**src/hdl/lbp_pkg.sv**
```systemverilog
// ----------------------------------------------------------------------------
// lbp_pkg
// Shared constants and types of the LSB-first bit packer.
// ----------------------------------------------------------------------------
package lbp_pkg;

  localparam int WORD_BITS     = 32;
  localparam int MAX_CODE_BITS = 16;
  localparam int BYTE_BITS     = 8;
  localparam int ACC_BITS      = WORD_BITS + MAX_CODE_BITS;
  localparam int COUNT_W       = 5;
  localparam int VALUE_W       = 16;
  localparam int HELD_W        = 6;
  localparam int DATA_W        = 32;

  typedef enum logic {
    CMD_APPEND = 1'b0,
    CMD_FLUSH  = 1'b1
  } pack_op_e;

  typedef struct packed {
    pack_op_e             op;
    logic [COUNT_W-1:0]   count;
    logic [VALUE_W-1:0]   value;
  } pack_cmd_t;

  typedef struct packed {
    logic [DATA_W-1:0] data;
    logic              is_byte;
    logic              last;
  } pack_res_t;

endpackage

```
**src/hdl/lbp_front.sv**
```systemverilog
// ----------------------------------------------------------------------------
// lbp_front
// Accepts items, saturates and masks codes, drops empty appends and queues
// the rest for the back end.
// ----------------------------------------------------------------------------
module lbp_front import lbp_pkg::*; (
  input  logic               clk_i,
  input  logic               rst_ni,
  input  logic               push,
  output logic               full,
  input  logic               cmd_i,
  input  logic [COUNT_W-1:0] bit_count_i,
  input  logic [VALUE_W-1:0] bit_value_i,
  input  logic               deq_i,
  output logic               cmd_valid_o,
  output pack_cmd_t          cmd_o
);

  localparam logic [COUNT_W-1:0] MaxCount = COUNT_W'(MAX_CODE_BITS);

  pack_cmd_t          mem_q [2];
  logic [1:0]         cnt_q, cnt_d;
  logic               wr_q, rd_q;
  logic [COUNT_W-1:0] count_sat;
  logic [VALUE_W-1:0] mask;
  logic               keep;
  logic               enq;
  pack_cmd_t          item;

  always_comb begin
    count_sat = (bit_count_i > MaxCount) ? MaxCount : bit_count_i;
    for (int i = 0; i < VALUE_W; i++) begin
      mask[i] = (COUNT_W'(i) < count_sat);
    end
    item.op    = cmd_i ? CMD_FLUSH : CMD_APPEND;
    item.count = count_sat;
    item.value = bit_value_i & mask;
    keep       = cmd_i || (count_sat != '0);
  end

  assign full        = (cnt_q == 2'd2);
  assign enq         = push && !full && keep;
  assign cmd_valid_o = (cnt_q != 2'd0);
  assign cmd_o       = mem_q[rd_q];
  assign cnt_d       = cnt_q + {1'b0, enq} - {1'b0, deq_i};

  always_ff @(posedge clk_i or negedge rst_ni) begin
    if (!rst_ni) begin
      cnt_q <= 2'd0;
      wr_q  <= 1'b0;
      rd_q  <= 1'b0;
    end else begin
      cnt_q <= cnt_d;
      if (enq) begin
        wr_q <= !wr_q;
      end
      if (deq_i) begin
        rd_q <= !rd_q;
      end
    end
  end

  always_ff @(posedge clk_i) begin
    if (enq) begin
      mem_q[wr_q] <= item;
    end
  end

endmodule

```
**src/hdl/lbp_back.sv**
```systemverilog
// ----------------------------------------------------------------------------
// lbp_back
// Holds the accumulator, packs codes, emits words and runs byte flushes into
// a two-entry result queue.
// ----------------------------------------------------------------------------
module lbp_back import lbp_pkg::*; (
  input  logic              clk_i,
  input  logic              rst_ni,
  input  logic              cmd_valid_i,
  input  pack_cmd_t         cmd_i,
  output logic              deq_o,
  input  logic              pop,
  output logic              empty,
  output pack_res_t         res_o
);

  localparam logic [HELD_W-1:0] WordHeld = HELD_W'(WORD_BITS);
  localparam logic [HELD_W-1:0] ByteHeld = HELD_W'(BYTE_BITS);

  typedef enum logic {
    ST_RUN,
    ST_FLUSH
  } state_e;

  state_e              st_q, st_d;
  logic [ACC_BITS-1:0] acc_q, acc_d, acc_sum;
  logic [HELD_W-1:0]   held_q, held_d, held_sum;
  logic                space;
  logic                res_we;
  pack_res_t           res_d;
  pack_res_t           omem_q [2];
  logic [1:0]          ocnt_q, ocnt_d;
  logic                owr_q, ord_q;
  logic                rd_en;
  logic                last_byte;

  assign space     = (ocnt_q != 2'd2);
  assign acc_sum   = acc_q | (ACC_BITS'(cmd_i.value) << held_q);
  assign held_sum  = held_q + HELD_W'(cmd_i.count);
  assign last_byte = (held_q <= ByteHeld);

  always_comb begin
    st_d   = st_q;
    acc_d  = acc_q;
    held_d = held_q;
    deq_o  = 1'b0;
    res_we = 1'b0;
    res_d  = '0;
    case (st_q)
      ST_RUN: begin
        if (cmd_valid_i && space) begin
          deq_o = 1'b1;
          if (cmd_i.op == CMD_FLUSH) begin
            if (held_q != '0) begin
              st_d = ST_FLUSH;
            end
          end else if (held_sum >= WordHeld) begin
            res_we       = 1'b1;
            res_d.data   = DATA_W'(acc_sum[WORD_BITS-1:0]);
            acc_d        = acc_sum >> WORD_BITS;
            held_d       = held_sum - WordHeld;
          end else begin
            acc_d  = acc_sum;
            held_d = held_sum;
          end
        end
      end
      ST_FLUSH: begin
        if (space) begin
          res_we        = 1'b1;
          res_d.data    = DATA_W'(acc_q[BYTE_BITS-1:0]);
          res_d.is_byte = 1'b1;
          res_d.last    = last_byte;
          if (last_byte) begin
            st_d   = ST_RUN;
            acc_d  = '0;
            held_d = '0;
          end else begin
            acc_d  = acc_q >> BYTE_BITS;
            held_d = held_q - ByteHeld;
          end
        end
      end
      default: begin
        st_d = ST_RUN;
      end
    endcase
  end

  always_ff @(posedge clk_i or negedge rst_ni) begin
    if (!rst_ni) begin
      st_q   <= ST_RUN;
      acc_q  <= '0;
      held_q <= '0;
    end else begin
      st_q   <= st_d;
      acc_q  <= acc_d;
      held_q <= held_d;
    end
  end

  // result queue
  assign empty  = (ocnt_q == 2'd0);
  assign rd_en  = pop && !empty;
  assign res_o  = omem_q[ord_q];
  assign ocnt_d = ocnt_q + {1'b0, res_we} - {1'b0, rd_en};

  always_ff @(posedge clk_i or negedge rst_ni) begin
    if (!rst_ni) begin
      ocnt_q <= 2'd0;
      owr_q  <= 1'b0;
      ord_q  <= 1'b0;
    end else begin
      ocnt_q <= ocnt_d;
      if (res_we) begin
        owr_q <= !owr_q;
      end
      if (rd_en) begin
        ord_q <= !ord_q;
      end
    end
  end

  always_ff @(posedge clk_i) begin
    if (res_we) begin
      omem_q[owr_q] <= res_d;
    end
  end

endmodule

```
**src/hdl/lsb_first_bit_packer.sv**
```systemverilog
// ----------------------------------------------------------------------------
// lsb_first_bit_packer
// Packs 0..16-bit codes LSB first into 32-bit little-endian words; a flush
// emits the remaining bits as bytes.
// ----------------------------------------------------------------------------
// An append is handled in the packing stage and yields at most one word;
// a two-entry command queue in front and a two-entry result queue behind let
// appends stream at one item per cycle while results are popped and no flush
// is in progress. A flush writes its bytes (up to four) in the flush state,
// one result per cycle while the result queue has space. Zero-count appends
// are dropped on entry, and a flush of an empty accumulator gives no result.
module lsb_first_bit_packer import lbp_pkg::*; (
  input  logic               clk_i,
  input  logic               rst_ni,
  input  logic               push,
  output logic               full,
  input  logic               cmd_i,
  input  logic [COUNT_W-1:0] bit_count_i,
  input  logic [VALUE_W-1:0] bit_value_i,
  output logic               empty,
  input  logic               pop,
  output logic [DATA_W-1:0]  out_data_o,
  output logic               out_is_byte_o,
  output logic               out_last_o
);

  logic      cmd_valid;
  logic      deq;
  pack_cmd_t cmd;
  pack_res_t res;

  lbp_front u_front (
    .clk_i       (clk_i),
    .rst_ni      (rst_ni),
    .push        (push),
    .full        (full),
    .cmd_i       (cmd_i),
    .bit_count_i (bit_count_i),
    .bit_value_i (bit_value_i),
    .deq_i       (deq),
    .cmd_valid_o (cmd_valid),
    .cmd_o       (cmd)
  );

  lbp_back u_back (
    .clk_i       (clk_i),
    .rst_ni      (rst_ni),
    .cmd_valid_i (cmd_valid),
    .cmd_i       (cmd),
    .deq_o       (deq),
    .pop         (pop),
    .empty       (empty),
    .res_o       (res)
  );

  assign out_data_o    = res.data;
  assign out_is_byte_o = res.is_byte;
  assign out_last_o    = res.last;

  a_deq_valid : assert property (@(posedge clk_i) disable iff (!rst_ni)
    deq |-> cmd_valid)
    else $error("command taken from empty queue");

  a_last_is_byte : assert property (@(posedge clk_i) disable iff (!rst_ni)
    (!empty && out_last_o) |-> out_is_byte_o)
    else $error("last marker on a word result");

  a_byte_high_zero : assert property (@(posedge clk_i) disable iff (!rst_ni)
    (!empty && out_is_byte_o) |-> (out_data_o[DATA_W-1:BYTE_BITS] == '0))
    else $error("flushed byte has high bits set");

endmodule
```
**config.mk**
```make
export PLATFORM = sky130hd
export DESIGN_NAME = lsb_first_bit_packer
export DESIGN_NICKNAME = d
export VERILOG_FILES = /design/src/hdl/lbp_pkg.sv /design/src/hdl/lbp_front.sv /design/src/hdl/lbp_back.sv /design/src/hdl/lsb_first_bit_packer.sv
export SDC_FILE = /design/constraint.sdc
export NUM_CORES = 1
export LEC_CHECK = 0
export BUFFER_PORTS_ARGS = -buffer_cell sky130_fd_sc_hd__buf_2
export CORE_ASPECT_RATIO = 0.9
export CORE_UTILIZATION = 49
export DETAILED_ROUTE_END_ITERATION = 7
export PLACE_DENSITY = 0.7
export SLEW_MARGIN = 5
export SYNTH_ARGS = -nofsm -noshare
export SYNTH_HDL_FRONTEND = slang
export SYNTH_SLANG_ARGS = --single-unit
```
**constraint.sdc**
```tcl
create_clock -name clk_i -period 5.2 [get_ports clk_i]
set_input_delay 0 -clock clk_i [delete_from_list [all_inputs] [get_ports clk_i]]
set_output_delay 0 -clock clk_i [all_outputs]
set_load 0.01 [all_outputs]
```
After elaboration in Yosys (flattened, before gate mapping)

Memories as Yosys holds them, arrays and structs flattened.
Index checks and enable logic that the tools add are counted.

Bits in registers: 63
RAM bits: 112
Input port bits: 26
Output and inout port bits: 36
Word-level logic and storage cells: 99
Memories kept: 2

$add $sub $neg: 7
Magnitude comparators: 19
Eq/ne operators: 5
Shift operators: 1
Muxes and demuxes: 37
Bitwise gates (word level): 3
Reduce and logical (&&, ||, !) cells: 16

Memories:

| memory        | depth | bits a word | read ports | clocked after memory_dff | wr ports | RTL line        | source |
|---|---|---|---|---|---|---|---|
| u_back.omem_q | 2     | 34          | 1          | 0                        | 1        | lbp_back.sv:31  | `pack_res_t omem_q [2];` |
| u_front.mem_q | 2     | 22          | 1          | 0                        | 1        | lbp_front.sv:21 | `pack_cmd_t mem_q [2];` |

Operators with widths:

| cell                                                                        | number |
|---|---|
| 48-bit two-way mux                                                          | 4 |
| 32-bit two-way mux                                                          | 3 |
| 48-bit case mux with 2 select lines                                         | 1 |
| 32-bit case mux with 2 select lines                                         | 1 |
| 48-bit OR                                                                   | 1 |
| 16-bit by 6-bit left shift with 48-bit output                               | 1 |
| 4-bit by 5-bit less-than comparator with 1-bit output, first input constant | 8 |
| 40-bit two-way mux                                                          | 1 |
| 6-bit two-way mux                                                           | 5 |
| 3-bit by 5-bit less-than comparator with 1-bit output, first input constant | 4 |
| 16-bit bitwise AND                                                          | 1 |
| 1-bit two-way mux                                                           | 16 |
| 6-bit case mux with 2 select lines                                          | 1 |
| 1-bit by 5-bit less-than comparator with 1-bit output, first input constant | 2 |
| 2-bit by 5-bit less-than comparator with 1-bit output, first input constant | 2 |
| 10-bit two-way mux                                                          | 1 |
| 6-bit by 5-bit adder with 6-bit output                                      | 1 |
| 6-bit >= comparator, second input constant                                  | 1 |
| 6-bit by 4-bit <= comparator with 1-bit output, second input constant       | 1 |
| 1-bit zero test                                                             | 6 |
| 2-bit != test, second input constant                                        | 3 |
| 6-bit nonzero test                                                          | 1 |
| 6-bit by 4-bit subtractor with 6-bit output, second input constant          | 1 |
| 6-bit subtractor, second input constant                                     | 1 |
| 15 further kinds                                                            | 21 |

Longest topological paths before layout

Gate-level depths: netlist (run 1).
An unclocked memory read counts as a cell.

Depth after elaboration: 9
Mapped depth: 14
Mapped depth without buffers: 11

Hierarchy

From an unflattened synthesis (run 1), not the netlist that was laid out.

Cells, all modules: 823
Area, all modules: 9,499.1 um^2

Modules (own cells, without submodules):

| module    | times used | cells each | area an instance (um^2) | sequential area each (um^2) |
|---|---|---|---|---|
| lbp_back  | 1          | 694        | 7,453.4                 | 3,518.4 |
| lbp_front | 1          | 129        | 2,045.7                 | 1,421.4 |

Worst setup path before layout (run 1)

OpenSTA, ideal clock, no wires.

Path type: register to register
From: register u_front.rd_q
To: memory u_back.omem_q[0][0] (netlist bit), enable pin
Setup time: 0.425 ns
Data arrival time: 4.268 ns
Data required time: 4.775 ns
Setup slack: 0.506 ns
Cell stages (with the launch flop): 13
Path buffers: 4
Path through: dfrtp_1 > buf_4 > buf_6 > buf_4 > mux2i_1 > inv_1 > ha_1 > a211o_1 > a2111o_1 > a31oi_1 > a21oi_2 > clkbuf_1 > nor2_1

Cells in the longest elaborated chain, start to end: 9

Ends and longest elaborated chain:

| item                                      | RTL line        | source |
|---|---|---|
| from (decl)                               | lbp_front.sv:23 | `logic wr_q, rd_q;` |
| from (signal assigned)                    | lbp_front.sv:58 | `rd_q <= !rd_q;` |
| memory 2 x 22 bit *                       | n/a             |  |
| 6-bit by 5-bit adder with 6-bit output    | lbp_back.sv:39  | `assign held_sum = held_q + HELD_W'(cmd_i.count);` |
| 6-bit >= comparator                       | lbp_back.sv:57  | `end else if (held_sum >= WordHeld) begin` |
| 1-bit two-way mux                         | lbp_back.sv:57  |  |
| 1-bit two-way mux *                       | lbp_back.sv:53  | `if (cmd_i.op == CMD_FLUSH) begin` |
| 1-bit two-way mux *                       | lbp_back.sv:51  | `if (cmd_valid_i && space) begin` |
| 1-bit case mux with 2 select lines *      | lbp_back.sv:49  | `case (st_q)` |
| 1-bit two-way mux *                       | lbp_back.sv:125 | `if (res_we) begin` |
| 1-bit two-way mux (not written as such) * | lbp_back.sv:126 | `omem_q[owr_q] <= res_d;` |
| to (decl)                                 | lbp_back.sv:31  |  |

Every way passes the cells marked *; elsewhere a longest branch is shown, timed or not.

==> out/results.txt, run 1 <==
The clock transition time at the flip-flop clock pins of the worst setup and hold paths is 0.07 ns. For the via count of the first global-routing pass, the log shows 7517. In the layout the commonest cells are 112 x sky130_fd_sc_hd__edfxtp_1, 107 x sky130_fd_sc_hd__nor2_1, 71 x sky130_fd_sc_hd__nand2_1, 62 x sky130_fd_sc_hd__a21oi_1, 62 x sky130_fd_sc_hd__dfrtp_1. After detailed routing, the average wire length per cell comes to 22.4 µm. The clock arrives with 0.0149 ns of skew. The post-cts repair resize count is 0, and the total clock sinks is 175.

TritonCTS built the clock tree. Of all flip-flops after synthesis, the portion carrying an async set or reset was 36.0%. The tools report the residual overflow from global routing as 0. In this run the remaining antenna-violating nets after routing total 0.

After detailed routing, no signal wire sits above met4. The initial utilization of the core area, before any placement, comes to 49.9%. Across the VDD grid, the largest voltage drop is 434 µV. The via count of the routed design is 7643, and the height of the die is 135 µm.

The arrival time at the worst endpoint is 4.20 ns, and the DRC marker count from the first detailed-route iteration is 785. The slew at the pin with the worst max-slew slack is 1.03 ns, and the total I/O pin count is 62. The areal power density over the cells was 783 nW/µm². The worst pin sits at a relative slew slack of 31.5%. The tools report the startpoint class of the critical path as a flip-flop.

The repair_antennas step left the layout with diodes totalling 0. The register area share after synthesis came out at 51.6%. The aggregate global-route resource usage is 28.2%, and the static leakage is 4.18 nW. The run finished with clean final reports. STA puts the critical path data required time at 5.41 ns.

At the later pin of the worst-skew pair, clock insertion delay measures 0.44 ns. Entering global routing, the biggest net connects 64 pins. In the detailed route, the total length drawn on met2 is 12.4 mm. The detailed-route DRC error count came out at 0. The run gives 918 as the number of nets in the synthesized netlist. The register bit total from synthesis works out to 175. Yosys mapped a number of flops with a built-in enable equal to 112. The wire length after detailed routing is 27.1 mm, and the die footprint is 20100 µm². Fraction of layout instances using a drive strength above 1: 20.5%. The cell count after synthesis was 882; the post-synthesis cell area was 9560 µm². The post-route fraction of the period consumed by the critical path was 76.7%; the sum of internal, switching and leakage power was 0.00851 W.

The worst setup path is captured at a flip-flop. No sink is reached through more buffers than the 2 on the longest clock path. The tools report the initial antenna violation count as 0. The library cell used most frequently in the layout, excluding fill and tap cells, is sky130_fd_sc_hd__edfxtp_1. The logs give 0.980 for the weighted congestion at the end of routability-driven global placement and 980 for the total number of nets in the final design.

The number of buffers inserted to repair setup after CTS is 0, and the half-perimeter wire length after placement is 18.7 mm. The min-delay analysis places its worst path in the category in -> reg. The layout has 1629 filler cells.

The hold violation count in the final report was 0. The buffer type at the clock tree root was sky130_fd_sc_hd__clkbuf_16. For this run, the top clock speed supported by timing is 251 MHz.

In the post-synthesis netlist, the biggest area contributors are sky130_fd_sc_hd__edfxtp_1 35%, sky130_fd_sc_hd__dfrtp_1 16%, sky130_fd_sc_hd__mux2_2 6.6%, sky130_fd_sc_hd__nor2_1 4.2%, sky130_fd_sc_hd__mux4_2 3.3%. CTS built an H-tree with a depth of 4. The via count normalized by instance count was 6.33; the setup TNS was 0 ns. The worst setup path is of the reg -> reg kind. Of all cell types, the one taking the most synthesized area is sky130_fd_sc_hd__edfxtp_1. Subtracting the final worst setup slack from the clock period gives 3.99 ns.

The area share of the leading cell type in the synthesized netlist is 35.2%. Compared with the post-synthesis result, the final layout area differs by 13.5%. Number of port buffers: 61. The tools report the number of distinct standard cells referenced by the synthesized netlist as 72. Setup repair after global routing left no endpoint under its margin. The total iterations of the first detailed-routing run is 5, and the total length of routed met3 wires is 2.12 mm. The length of routed wiring on met1 was 11.8 mm.

Buffers inserted during clock tree synthesis total 17. The number of pins with negative max-slew slack in the final report came out at 0. The region available for standard cell placement spans 19200 µm².

The die extent in x is 149 µm, and the wire length of the first global-routing pass is 42.3 mm. For this run, the leading register cell type out of synthesis is sky130_fd_sc_hd__edfxtp_1. Of all nets on the critical path, the largest fanout is 27. Averaged over all synthesized cells, the footprint is 10.8 µm².

For the warning count from the yosys run, the log shows 0. The final setup violation count came out at 0. Max-cap violations in this run came to 0. After floorplanning, the core was divided into 48 placement rows.
[sequential cells by signal (all words and copies together) (netlist names)]
signal	flops
u_back.omem_q	68
u_back.ord_q	1
u_front.rd_q	1
u_back.ocnt_q	2
u_front.wr_q	1
u_back.owr_q	1
u_back.held_q	6
u_front.cnt_q	2
u_front.mem_q	44
u_back.st_q	1
u_back.acc_q	48
[through the flow]
stage	instances	utilization (%)	area (µm²)	hold slack, ns	setup slack (ns)
after floorplan	882	-	9560	-0.296	0.506
after global placement	1155	52.6	10100	0.205	1.47
after detailed placement	1155	52.6	10100	0.208	1.33
after global routing	1207	56.7	10900	0.0159	1.03
after CTS	1207	56.7	10900	0.00855	1.27
final	1207	56.7	10900	0.0238	1.21
[final cells by class]
class                           instances  area (µm²)  share of cell area (%)
Multi-Input combinational cell        637        4340                    40.0
Timing Repair Buffer                   97         626                    5.76
Clock buffer                           17         425                    3.92
Tap cell                              250         313                    2.88
Inverter                               16        60.1                   0.553
Sequential cell                       175        4940                    45.5
Clock inverter                         15         149                    1.37
[cells in the mapped netlist, types with 13 or more instances]
| master | n |
|---|---|
| sky130_fd_sc_hd__edfxtp_1 | 112 |
| sky130_fd_sc_hd__nand2_1 | 71 |
| sky130_fd_sc_hd__o21a_1 | 13 |
| sky130_fd_sc_hd__nor2_1 | 108 |
| sky130_fd_sc_hd__a21oi_1 | 62 |
| sky130_fd_sc_hd__clkbuf_1 | 36 |
| sky130_fd_sc_hd__dfrtp_1 | 63 |
| sky130_fd_sc_hd__o21ai_0 | 57 |
| sky130_fd_sc_hd__a221oi_1 | 13 |
| sky130_fd_sc_hd__a31oi_1 | 14 |
| sky130_fd_sc_hd__mux2_2 | 56 |
| sky130_fd_sc_hd__nor3_1 | 20 |
| sky130_fd_sc_hd__o22ai_1 | 14 |
| sky130_fd_sc_hd__nor2b_1 | 15 |
| sky130_fd_sc_hd__mux4_2 | 14 |
| sky130_fd_sc_hd__mux2i_1 | 30 |
[logic make-up (layout without fill, tap and decap cells)]
logic type	Yosys count	count (layout)	synth area share, %
XOR/XNOR	10	10	0.916
multiplexers	101	101	13.2
AO/OA/AOI/OAI	255	255	17.6
AND/OR/NAND/NOR	261	261	12.2
buffers and inverters	70	145	3.13
adder cells (fa/ha/maj)	10	10	1.39
flip-flops	175	175	51.6
[what timing repair did]
item | CTS | global route
endpoints found under the setup margin | 0 | 0
hold buffers | 20 | 0
hold endpoints to repair | 102 | 0
[metal layers]
layer / GRT usage, % / up-vias
li1: - / 3450
met1: 38.6 / 3763
met2: 44.1 / 366
met3: 6.69 / 64
met4: 9.30 / 0
met5: 0 / -
[where the power goes]
group	internal [W]	switching, W	total, W
sequential	0.00223	0.000396	0.00263
combinational	0.00168	0.00294	0.00462
clock	0.000676	0.000581	0.00126
[worst max-delay path, stage by stage (launching register included)]
cell and delay, ns:
sky130_fd_sc_hd__dfrtp_1 0.92, sky130_fd_sc_hd__ha_1 0.37, sky130_fd_sc_hd__a211o_1 0.34, sky130_fd_sc_hd__a2111o_1 0.39
sky130_fd_sc_hd__a31oi_1 0.49, sky130_fd_sc_hd__nand2_1 0.70, sky130_fd_sc_hd__o31ai_1 0.56
[final timing paths]
check | startpoint | endpoint | slack (ns) | cells after the start
max in group asynchronous | rst_ni | u_front.rd_q$_DFFE_PN0P_ | 4.30 | 3
worst min register to register | u_back.ord_q$_DFFE_PN0P_ | u_back.ord_q$_DFFE_PN0P_ | 0.48 | 1
worst max-delay path | u_back.held_q[1]$_DFFE_PN0P_ | u_back.omem_q[0][9]$_DFFE_PP_ | 1.21 | 6
worst min-delay path | bit_count_i[0] | u_front.mem_q[0][16]$_DFFE_PP_ | 0.02 | 2
worst max register to register | u_back.held_q[1]$_DFFE_PN0P_ | u_back.omem_q[0][9]$_DFFE_PP_ | 1.21 | 6
min in group asynchronous | rst_ni | u_back.ocnt_q[1]$_DFF_PN0_ | 0.30 | 3
(Power assumes the default switching activity.)
==> run 2, diff against run 1 <==
PLACE_DENSITY = 0.72   (was 0.7)
clock period = 3.4 ns   (was 5.2 ns; I/O delays follow)
==> run 2 against run 1 <==
Via count increased by 1.9%. Worst hold slack improved by 0.021 ns. Sequential power increased by 49%. Total power increased by 56%. Die area unchanged. Final area increased by 2.0%. Critical path depth increased by 3. Sequential cell count unchanged. Utilization increased by 1.1 points. Non-clock buffer count increased by 16. Clock skew decreased by 0.0038 ns. Combinational power increased by 60%.
==> out/results.txt, run 2 (synthesized netlist as in run 1, its figures left out) <==
Across the run, the number of max-cap violations was 0. The clock reaches the later pin of the worst-skew pair after 0.43 ns. The first global-routing pass estimated 41.2 mm of wire. The clock transition time at the flip-flop clock pins of the worst setup and hold paths is 0.07 ns, and the detailed-route DRC error count is 0.

The setup clock skew after layout came out at 0.0111 ns. Dividing total power by cell area gives a power density of 1200 nW/µm². The final setup violation count was 0; the number of port buffers was 61. The flow ran to the end, and the final reports show no timing, DRC or antenna violations.

Setup repair after global routing left no endpoint under its margin. The run gives 17 as the CTS buffer count. Summed over all layers, the global routing overflow is 0.

The min-delay analysis places its worst path in the category in -> reg. For this design, the sink count on the clock tree is 175. For the number of standard-cell rows in the floorplan, the log shows 48.

Compared with the post-synthesis result, the final layout area differs by 15.8%. The initial antenna violation count was 0. The worst setup path is captured at a flip-flop. The hold violation count in the final report is 0, and the cell area after layout is 11100 µm². For the via count of the first global-routing pass, the log shows 7406.

Path type of the worst setup path: reg -> reg. Data on the critical path arrives at its endpoint at 3.39 ns. The wire length after detailed routing was 26.0 mm; the detailed-route wire length per cell was 21.2 µm. The via count of the routed design came out at 7788. The die is 135 µm tall. The logs give 57.8% for the share of the core filled with cells and 5 for the total iterations of the first detailed-routing run.

The die extent in x is 149 µm, and the post-route fraction of the period consumed by the critical path is 96.0%. The logs give 62 for the total I/O pin count and 1.02 for the weighted congestion at the end of routability-driven global placement. Detailed placement finished with a half-perimeter wire length of 18.2 mm. Entering global routing, the biggest net connects 46 pins. The analysis attributes to cell leakage a power of 4.27 nW. The tools report the instance area at placement as 10300 µm². Of the cells placed in the final design, the portion with a size suffix greater than 1 is 22.3%.

Once the floorplan was initialized, standard cells occupied 49.9% of the core. IR analysis of the VDD net gives a maximum drop of 522 µV. After detailed routing, the number of vias per cell comes to 6.37. The total number of nets in the final design came out at 996. The largest registers in the layout are u_back.omem_q (68), u_back.acc_q (48), u_front.mem_q (44).

For the worst relative slew slack, the log shows 34.3%. CTS placed an instance of sky130_fd_sc_hd__clkbuf_16 at the clock tree root. At the pin with the least slew margin, the transition time is 0.983 ns.

Most common cell after layout, fill and taps aside: sky130_fd_sc_hd__edfxtp_1. In the global route stage, overall resource usage came out at 26.9%. Data on the critical path is required at its endpoint by 3.52 ns.

The core region is 19200 µm². The die covers 20100 µm². TritonCTS built the clock tree.

The number of antenna diodes in the final layout is 0. The run gives 2 as the buffer depth of the longest clock path. The register with the most flip-flops in the final layout is u_back.omem_q.

The library cells used most frequently in the layout, excluding fill and tap cells, are 112 x sky130_fd_sc_hd__edfxtp_1, 106 x sky130_fd_sc_hd__nor2_1, 69 x sky130_fd_sc_hd__nand2_1, 62 x sky130_fd_sc_hd__a21oi_1, 62 x sky130_fd_sc_hd__dfrtp_1. The number of buffers inserted to repair setup after CTS is 0, and the number of pins with negative max-slew slack in the final report is 0. The detail route stage leaves a number of antenna-violating nets equal to 0. Static timing analysis puts the maximum clock frequency at 306 MHz. In this run the worst path has a maximum fanout of 24. DRC marker count from the first detailed-route iteration: 1105. The startpoint class of the critical path was a flip-flop. The number of flip-flops in the largest register was 68; the number of H-tree levels was 4.

The shortest clock period the worst path allows after layout works out to 3.26 ns. Hold timing on the final database bottoms out at a slack of 0.0449 ns.
run 2: stage by stage:
stage / setup TNS [ns] / std cells / worst slack, ns / power, W
floorplan: -8.96 / 882 / -0.143 / 0.00883
global placement: 0 / 1171 / 0.118 / 0.0110
detailed placement: 0 / 1171 / 0.117 / 0.0111
CTS: 0 / 1222 / 0.111 / 0.0131
global route: 0 / 1223 / 0.0130 / 0.0140
finish: 0 / 1223 / 0.136 / 0.0132
run 2: per-layer routing:
layer / global-route usage (%) / part of all wire (%) / vias up
met1: 38.1 / 42 / 3766
met3: 5.95 / 9.3 / 69
met4: 10.5 / 3.4 / 0
met2: 40.1 / 45 / 468
li1: - / - / 3485
met5: 0 / 0 / -
run 2: final timing paths:
| kind | from | to | slack, ns | cells past startpoint |
|---|---|---|---|---|
| worst max-delay path | u_front.rd_q$_DFFE_PN0P_ | u_back.omem_q[1][9]$_DFFE_PP_ | 0.14 | 9 |
| worst min-delay path | bit_count_i[0] | u_front.mem_q[1][16]$_DFFE_PP_ | 0.04 | 2 |
| worst max register to register | u_front.rd_q$_DFFE_PN0P_ | u_back.omem_q[1][9]$_DFFE_PP_ | 0.14 | 9 |
| worst min register to register | u_front.cnt_q[1]$_DFF_PN0_ | u_front.cnt_q[1]$_DFF_PN0_ | 0.49 | 1 |
| max in group asynchronous | rst_ni | u_back.acc_q[29]$_DFFE_PN0P_ | 2.22 | 3 |
| min in group asynchronous | rst_ni | u_back.acc_q[40]$_DFFE_PN0P_ | 0.23 | 2 |
run 2: what timing repair did:
item	4_1_cts	5_1_grt
hold buffers	19	1
setup endpoints to repair	0	31
gates resized for setup	0	5
hold endpoints to repair	68	2
run 2: critical path, stage by stage, from the launching register on:
cell and delay, ns:
sky130_fd_sc_hd__dfrtp_2 0.52, sky130_fd_sc_hd__mux2i_4 0.29, sky130_fd_sc_hd__inv_1 0.07, sky130_fd_sc_hd__ha_1 0.31
sky130_fd_sc_hd__a211o_1 0.31, sky130_fd_sc_hd__a2111o_1 0.47, sky130_fd_sc_hd__a31o_2 0.28, sky130_fd_sc_hd__o21ai_4 0.18
sky130_fd_sc_hd__and2_4 0.29, sky130_fd_sc_hd__buf_12 0.21
run 2: power breakdown:
group / switching, W / internal, W / total [W]
Combinational: 0.00461 / 0.00280 / 0.00741
Sequential: 0.000492 / 0.00342 / 0.00391
Clock: 0.000872 / 0.00105 / 0.00192
run 2: area by class of cell:
class                      count  area (µm²)
clock buffer                  20         447
clock inverter                12         126
sequential                   175        4940
multi-input combinational    637        4400
inverter                      16        60.1
tap                          250         313
timing repair buffer         113         787
fill                        1605        8090
==> run 3, diff against run 2 <==
CORE_ASPECT_RATIO = 0.8   (was 0.9)
==> run 3 against run 2 <==
Utilization rose by 0.81 points. Critical path depth did not move. Sequential share of layout area fell by 0.33 points. Final area rose by 0.73%. First-iteration DRC count fell by 7.3%.
==> out/results.txt, run 3 (synthesized netlist as in run 1, its figures left out) <==
In this run the tightest slew margin relative to its limit is 24.3%. In this run the critical register-to-register path is launched from u_front.rd_q$_DFFE_PN0P_. The slew at the pin with the worst max-slew slack works out to 1.13 ns. Dividing the final minimum period by the clock period gives 98.3%.

Setup repair after global routing left no endpoint under its margin. The first TritonRoute pass finished after 6 iterations. The run finished with clean final reports. For the share of the core filled with cells, the log shows 58.6%.

During I/O placement, the number of pins put on the boundary was 62. Number of flip-flops in the largest register: 68. Setup slack of the most critical reg-to-reg path: 0.06 ns. The path type of the worst setup path was reg -> reg. Total number of nets in the final design: 999.

For the DRC marker count from the first detailed-route iteration, the log shows 1024. The library cells used most frequently in the layout, excluding fill and tap cells, are 112 x sky130_fd_sc_hd__edfxtp_1, 105 x sky130_fd_sc_hd__nor2_1, 71 x sky130_fd_sc_hd__nand2_1, 62 x sky130_fd_sc_hd__a21oi_1, 62 x sky130_fd_sc_hd__dfrtp_1. In this run the critical register-to-register path is captured at u_back.omem_q[1][13]$_DFFE_PP_.

The count of antenna-violating nets left after detailed routing was 0; the data required time at the worst endpoint was 3.63 ns. The biggest fanout along the worst timing path is 19, and the number of diodes is 0. Hold path depth: 2. The half-perimeter wire length after placement is 18.9 mm, and the fraction of layout instances using a drive strength above 1 is 22.7%. The path class of the tightest hold or removal check is in -> reg. The floorplan has 45 rows. The clock passes through at most 2 buffers.

The shortest clock period the worst path allows after layout was 3.34 ns. The number of pins with negative max-slew slack in the final report was 0; the number of cells on the worst reg-to-reg path was 9. For the wire length of the first global-routing pass, the log shows 42.5 mm. In the final layout, the registers with the most flip-flops are u_back.omem_q (68), u_back.acc_q (48), u_front.mem_q (44). Relative to the synthesized area, the layout overhead comes to 16.6%.

More flip-flops sit in one register than any other, and that register is u_back.omem_q. Routability-driven placement finished with a final weighted congestion of 0.972. The tool flagged a number of max-cap violations equal to 0.

The most common cell after layout, fill and taps aside was sky130_fd_sc_hd__edfxtp_1. The run gives 299 MHz as the maximum clock frequency. Start point of the worst hold path: bit_count_i[0]. TritonCTS built the clock tree. Summed over all cells, the static leakage comes to 4.31 nW. The number of H-tree levels was 4.

Setup violations remaining at the end of the flow were counted as 0. The total overflow left after global routing is 0. Using the TritonRoute via totals, the vias-per-cell ratio works out to 6.28. VDD sags by at most 698 µV. Worst hold slack across all endpoints: 0.0409 ns. The tools report the die footprint as 20100 µm². The via count of the first global-routing pass is 7441. The type of element capturing the critical path is a flip-flop. The aggregate global-route resource usage is 28.5%. The via count of the routed design was 7747. The run gives 0 as the initial antenna violation count.

The tools report the effective utilization at floorplan as 50.3%. The detailed-route wire length per cell is 21.8 µm, and the clock insertion delay at the later pin of the skew report is 0.44 ns. The die extent in x is 158 µm, and the hold violation count in the final report is 0.

The clock transition time at the flip-flop clock pins of the worst setup and hold paths is 0.07 ns. The CTS buffer count is 17, and the largest net degree at the start of global routing is 47. The area of the placeable core was 19000 µm². The path with the worst hold slack has its endpoint at u_front.mem_q[1][16]$_DFFE_PP_.

The run gives 3.57 ns as the arrival time at the worst endpoint. The slowest stage of the critical path belongs to the cell sky130_fd_sc_hd__dfrtp_2. Traced cell by cell, the critical path runs through mux2i_4 > inv_1 > ha_1 > a211o_1 > a2111o_1 > a31oi_4 > nand2_1 > buf_12 > nor2_1. Height of the die: 127 µm. The areal power density over the cells came out at 1210 nW/µm². The run gives 0 as the detailed-route DRC error count.

Setup TNS: 0 ns. The final layout contains routed wiring with a total length of 26.9 mm. Across the routed clock network, the largest skew measured is 0.00878 ns. For the number of buffers inserted to repair setup after CTS, the log shows 0.

The startpoint class of the critical path is a flip-flop. Input and output buffers added on the ports amount to 61. CTS placed an instance of sky130_fd_sc_hd__clkbuf_16 at the clock tree root. The number of fill cells was 1655; the highest cell delay on the worst timing path was 0.51 ns.

The run gives 175 as the total clock sinks.
## run 3: cell types whose count changed in the layout (fill, tap and decap cells not counted), sizes merged
cell and delta:
buf +3, bufinv +2, clkbuf -2, clkinv -2, inv +2
## run 3: layer usage
metal	GRT usage [%]	routed length (µm)	up-vias
met3	6.56	2730	60
li1	-	-	3477
met4	10.6	664	0
met2	41.7	11800	440
met5	0	0	-
met1	41.0	11700	3770
## run 3: final cells by class
| type | count | area, µm² | area share [%] |
|---|---|---|---|
| Timing Repair Buffer | 116 | 806 | 7.23 |
| Inverter | 16 | 60.1 | 0.539 |
| Sequential cell | 175 | 4940 | 44.3 |
| Clock buffer | 18 | 439 | 3.94 |
| Multi-Input combinational cell | 637 | 4390 | 39.4 |
| Clock inverter | 14 | 194 | 1.74 |
| Tap cell | 258 | 323 | 2.89 |
## run 3: what timing repair did
action | 4_1_cts | 5_1_grt
hold buffers | 20 | 0
endpoints found under the hold margin | 56 | 0
setup endpoints to repair | 0 | 2
resized for setup | 0 | 1
## run 3: how the worst max path moves through the flow
| stage | from | end | cells past startpoint |
|---|---|---|---|
| 3_5_place_dp | u_front.rd_q$_DFFE_PN0P_ | u_back.omem_q[0][13]$_DFFE_PP_ | 9 |
| 6_report | u_front.rd_q$_DFFE_PN0P_ | u_back.omem_q[1][13]$_DFFE_PP_ | 9 |
| 5_1_grt | u_front.rd_q$_DFFE_PN0P_ | u_back.omem_q[0][24]$_DFFE_PP_ | 7 |
| 2_1_floorplan | u_front.rd_q$_DFFE_PN0P_ | u_back.omem_q[0][0]$_DFFE_PP_ | 12 |
| 3_3_place_gp | u_front.rd_q$_DFFE_PN0P_ | u_back.omem_q[0][13]$_DFFE_PP_ | 9 |
| 4_1_cts | u_front.rd_q$_DFFE_PN0P_ | u_back.omem_q[1][13]$_DFFE_PP_ | 9 |
## run 3: stage by stage
stage	setup WS, ns	power, W	instances	instance area, µm²
floorplan	-0.143	0.00883	882	9640
global placement	0.259	0.0111	1182	10300
detailed placement	0.206	0.0112	1182	10300
CTS	0.175	0.0134	1234	11100
global route	0.00159	0.0143	1234	11200
finish	0.0579	0.0135	1234	11200
## run 3: where the power goes
part	total, W	internal [W]	switching (W)	leakage (nW)
Clock	0.00210	0.00121	0.000897	0.306
Sequential	0.00393	0.00342	0.000510	1.87
Combinational	0.00751	0.00283	0.00468	2.14
## run 3: worst max-delay path: cells and delay by family, from the launching register on
family,cells,cell delay [ns]
buffers and inverters,2,0.37
AOI/OAI and AO/OA,3,0.97
and+or+nand+nor,2,0.66
DFF,1,0.51
muxes,1,0.31
adders and majority gates,1,0.29
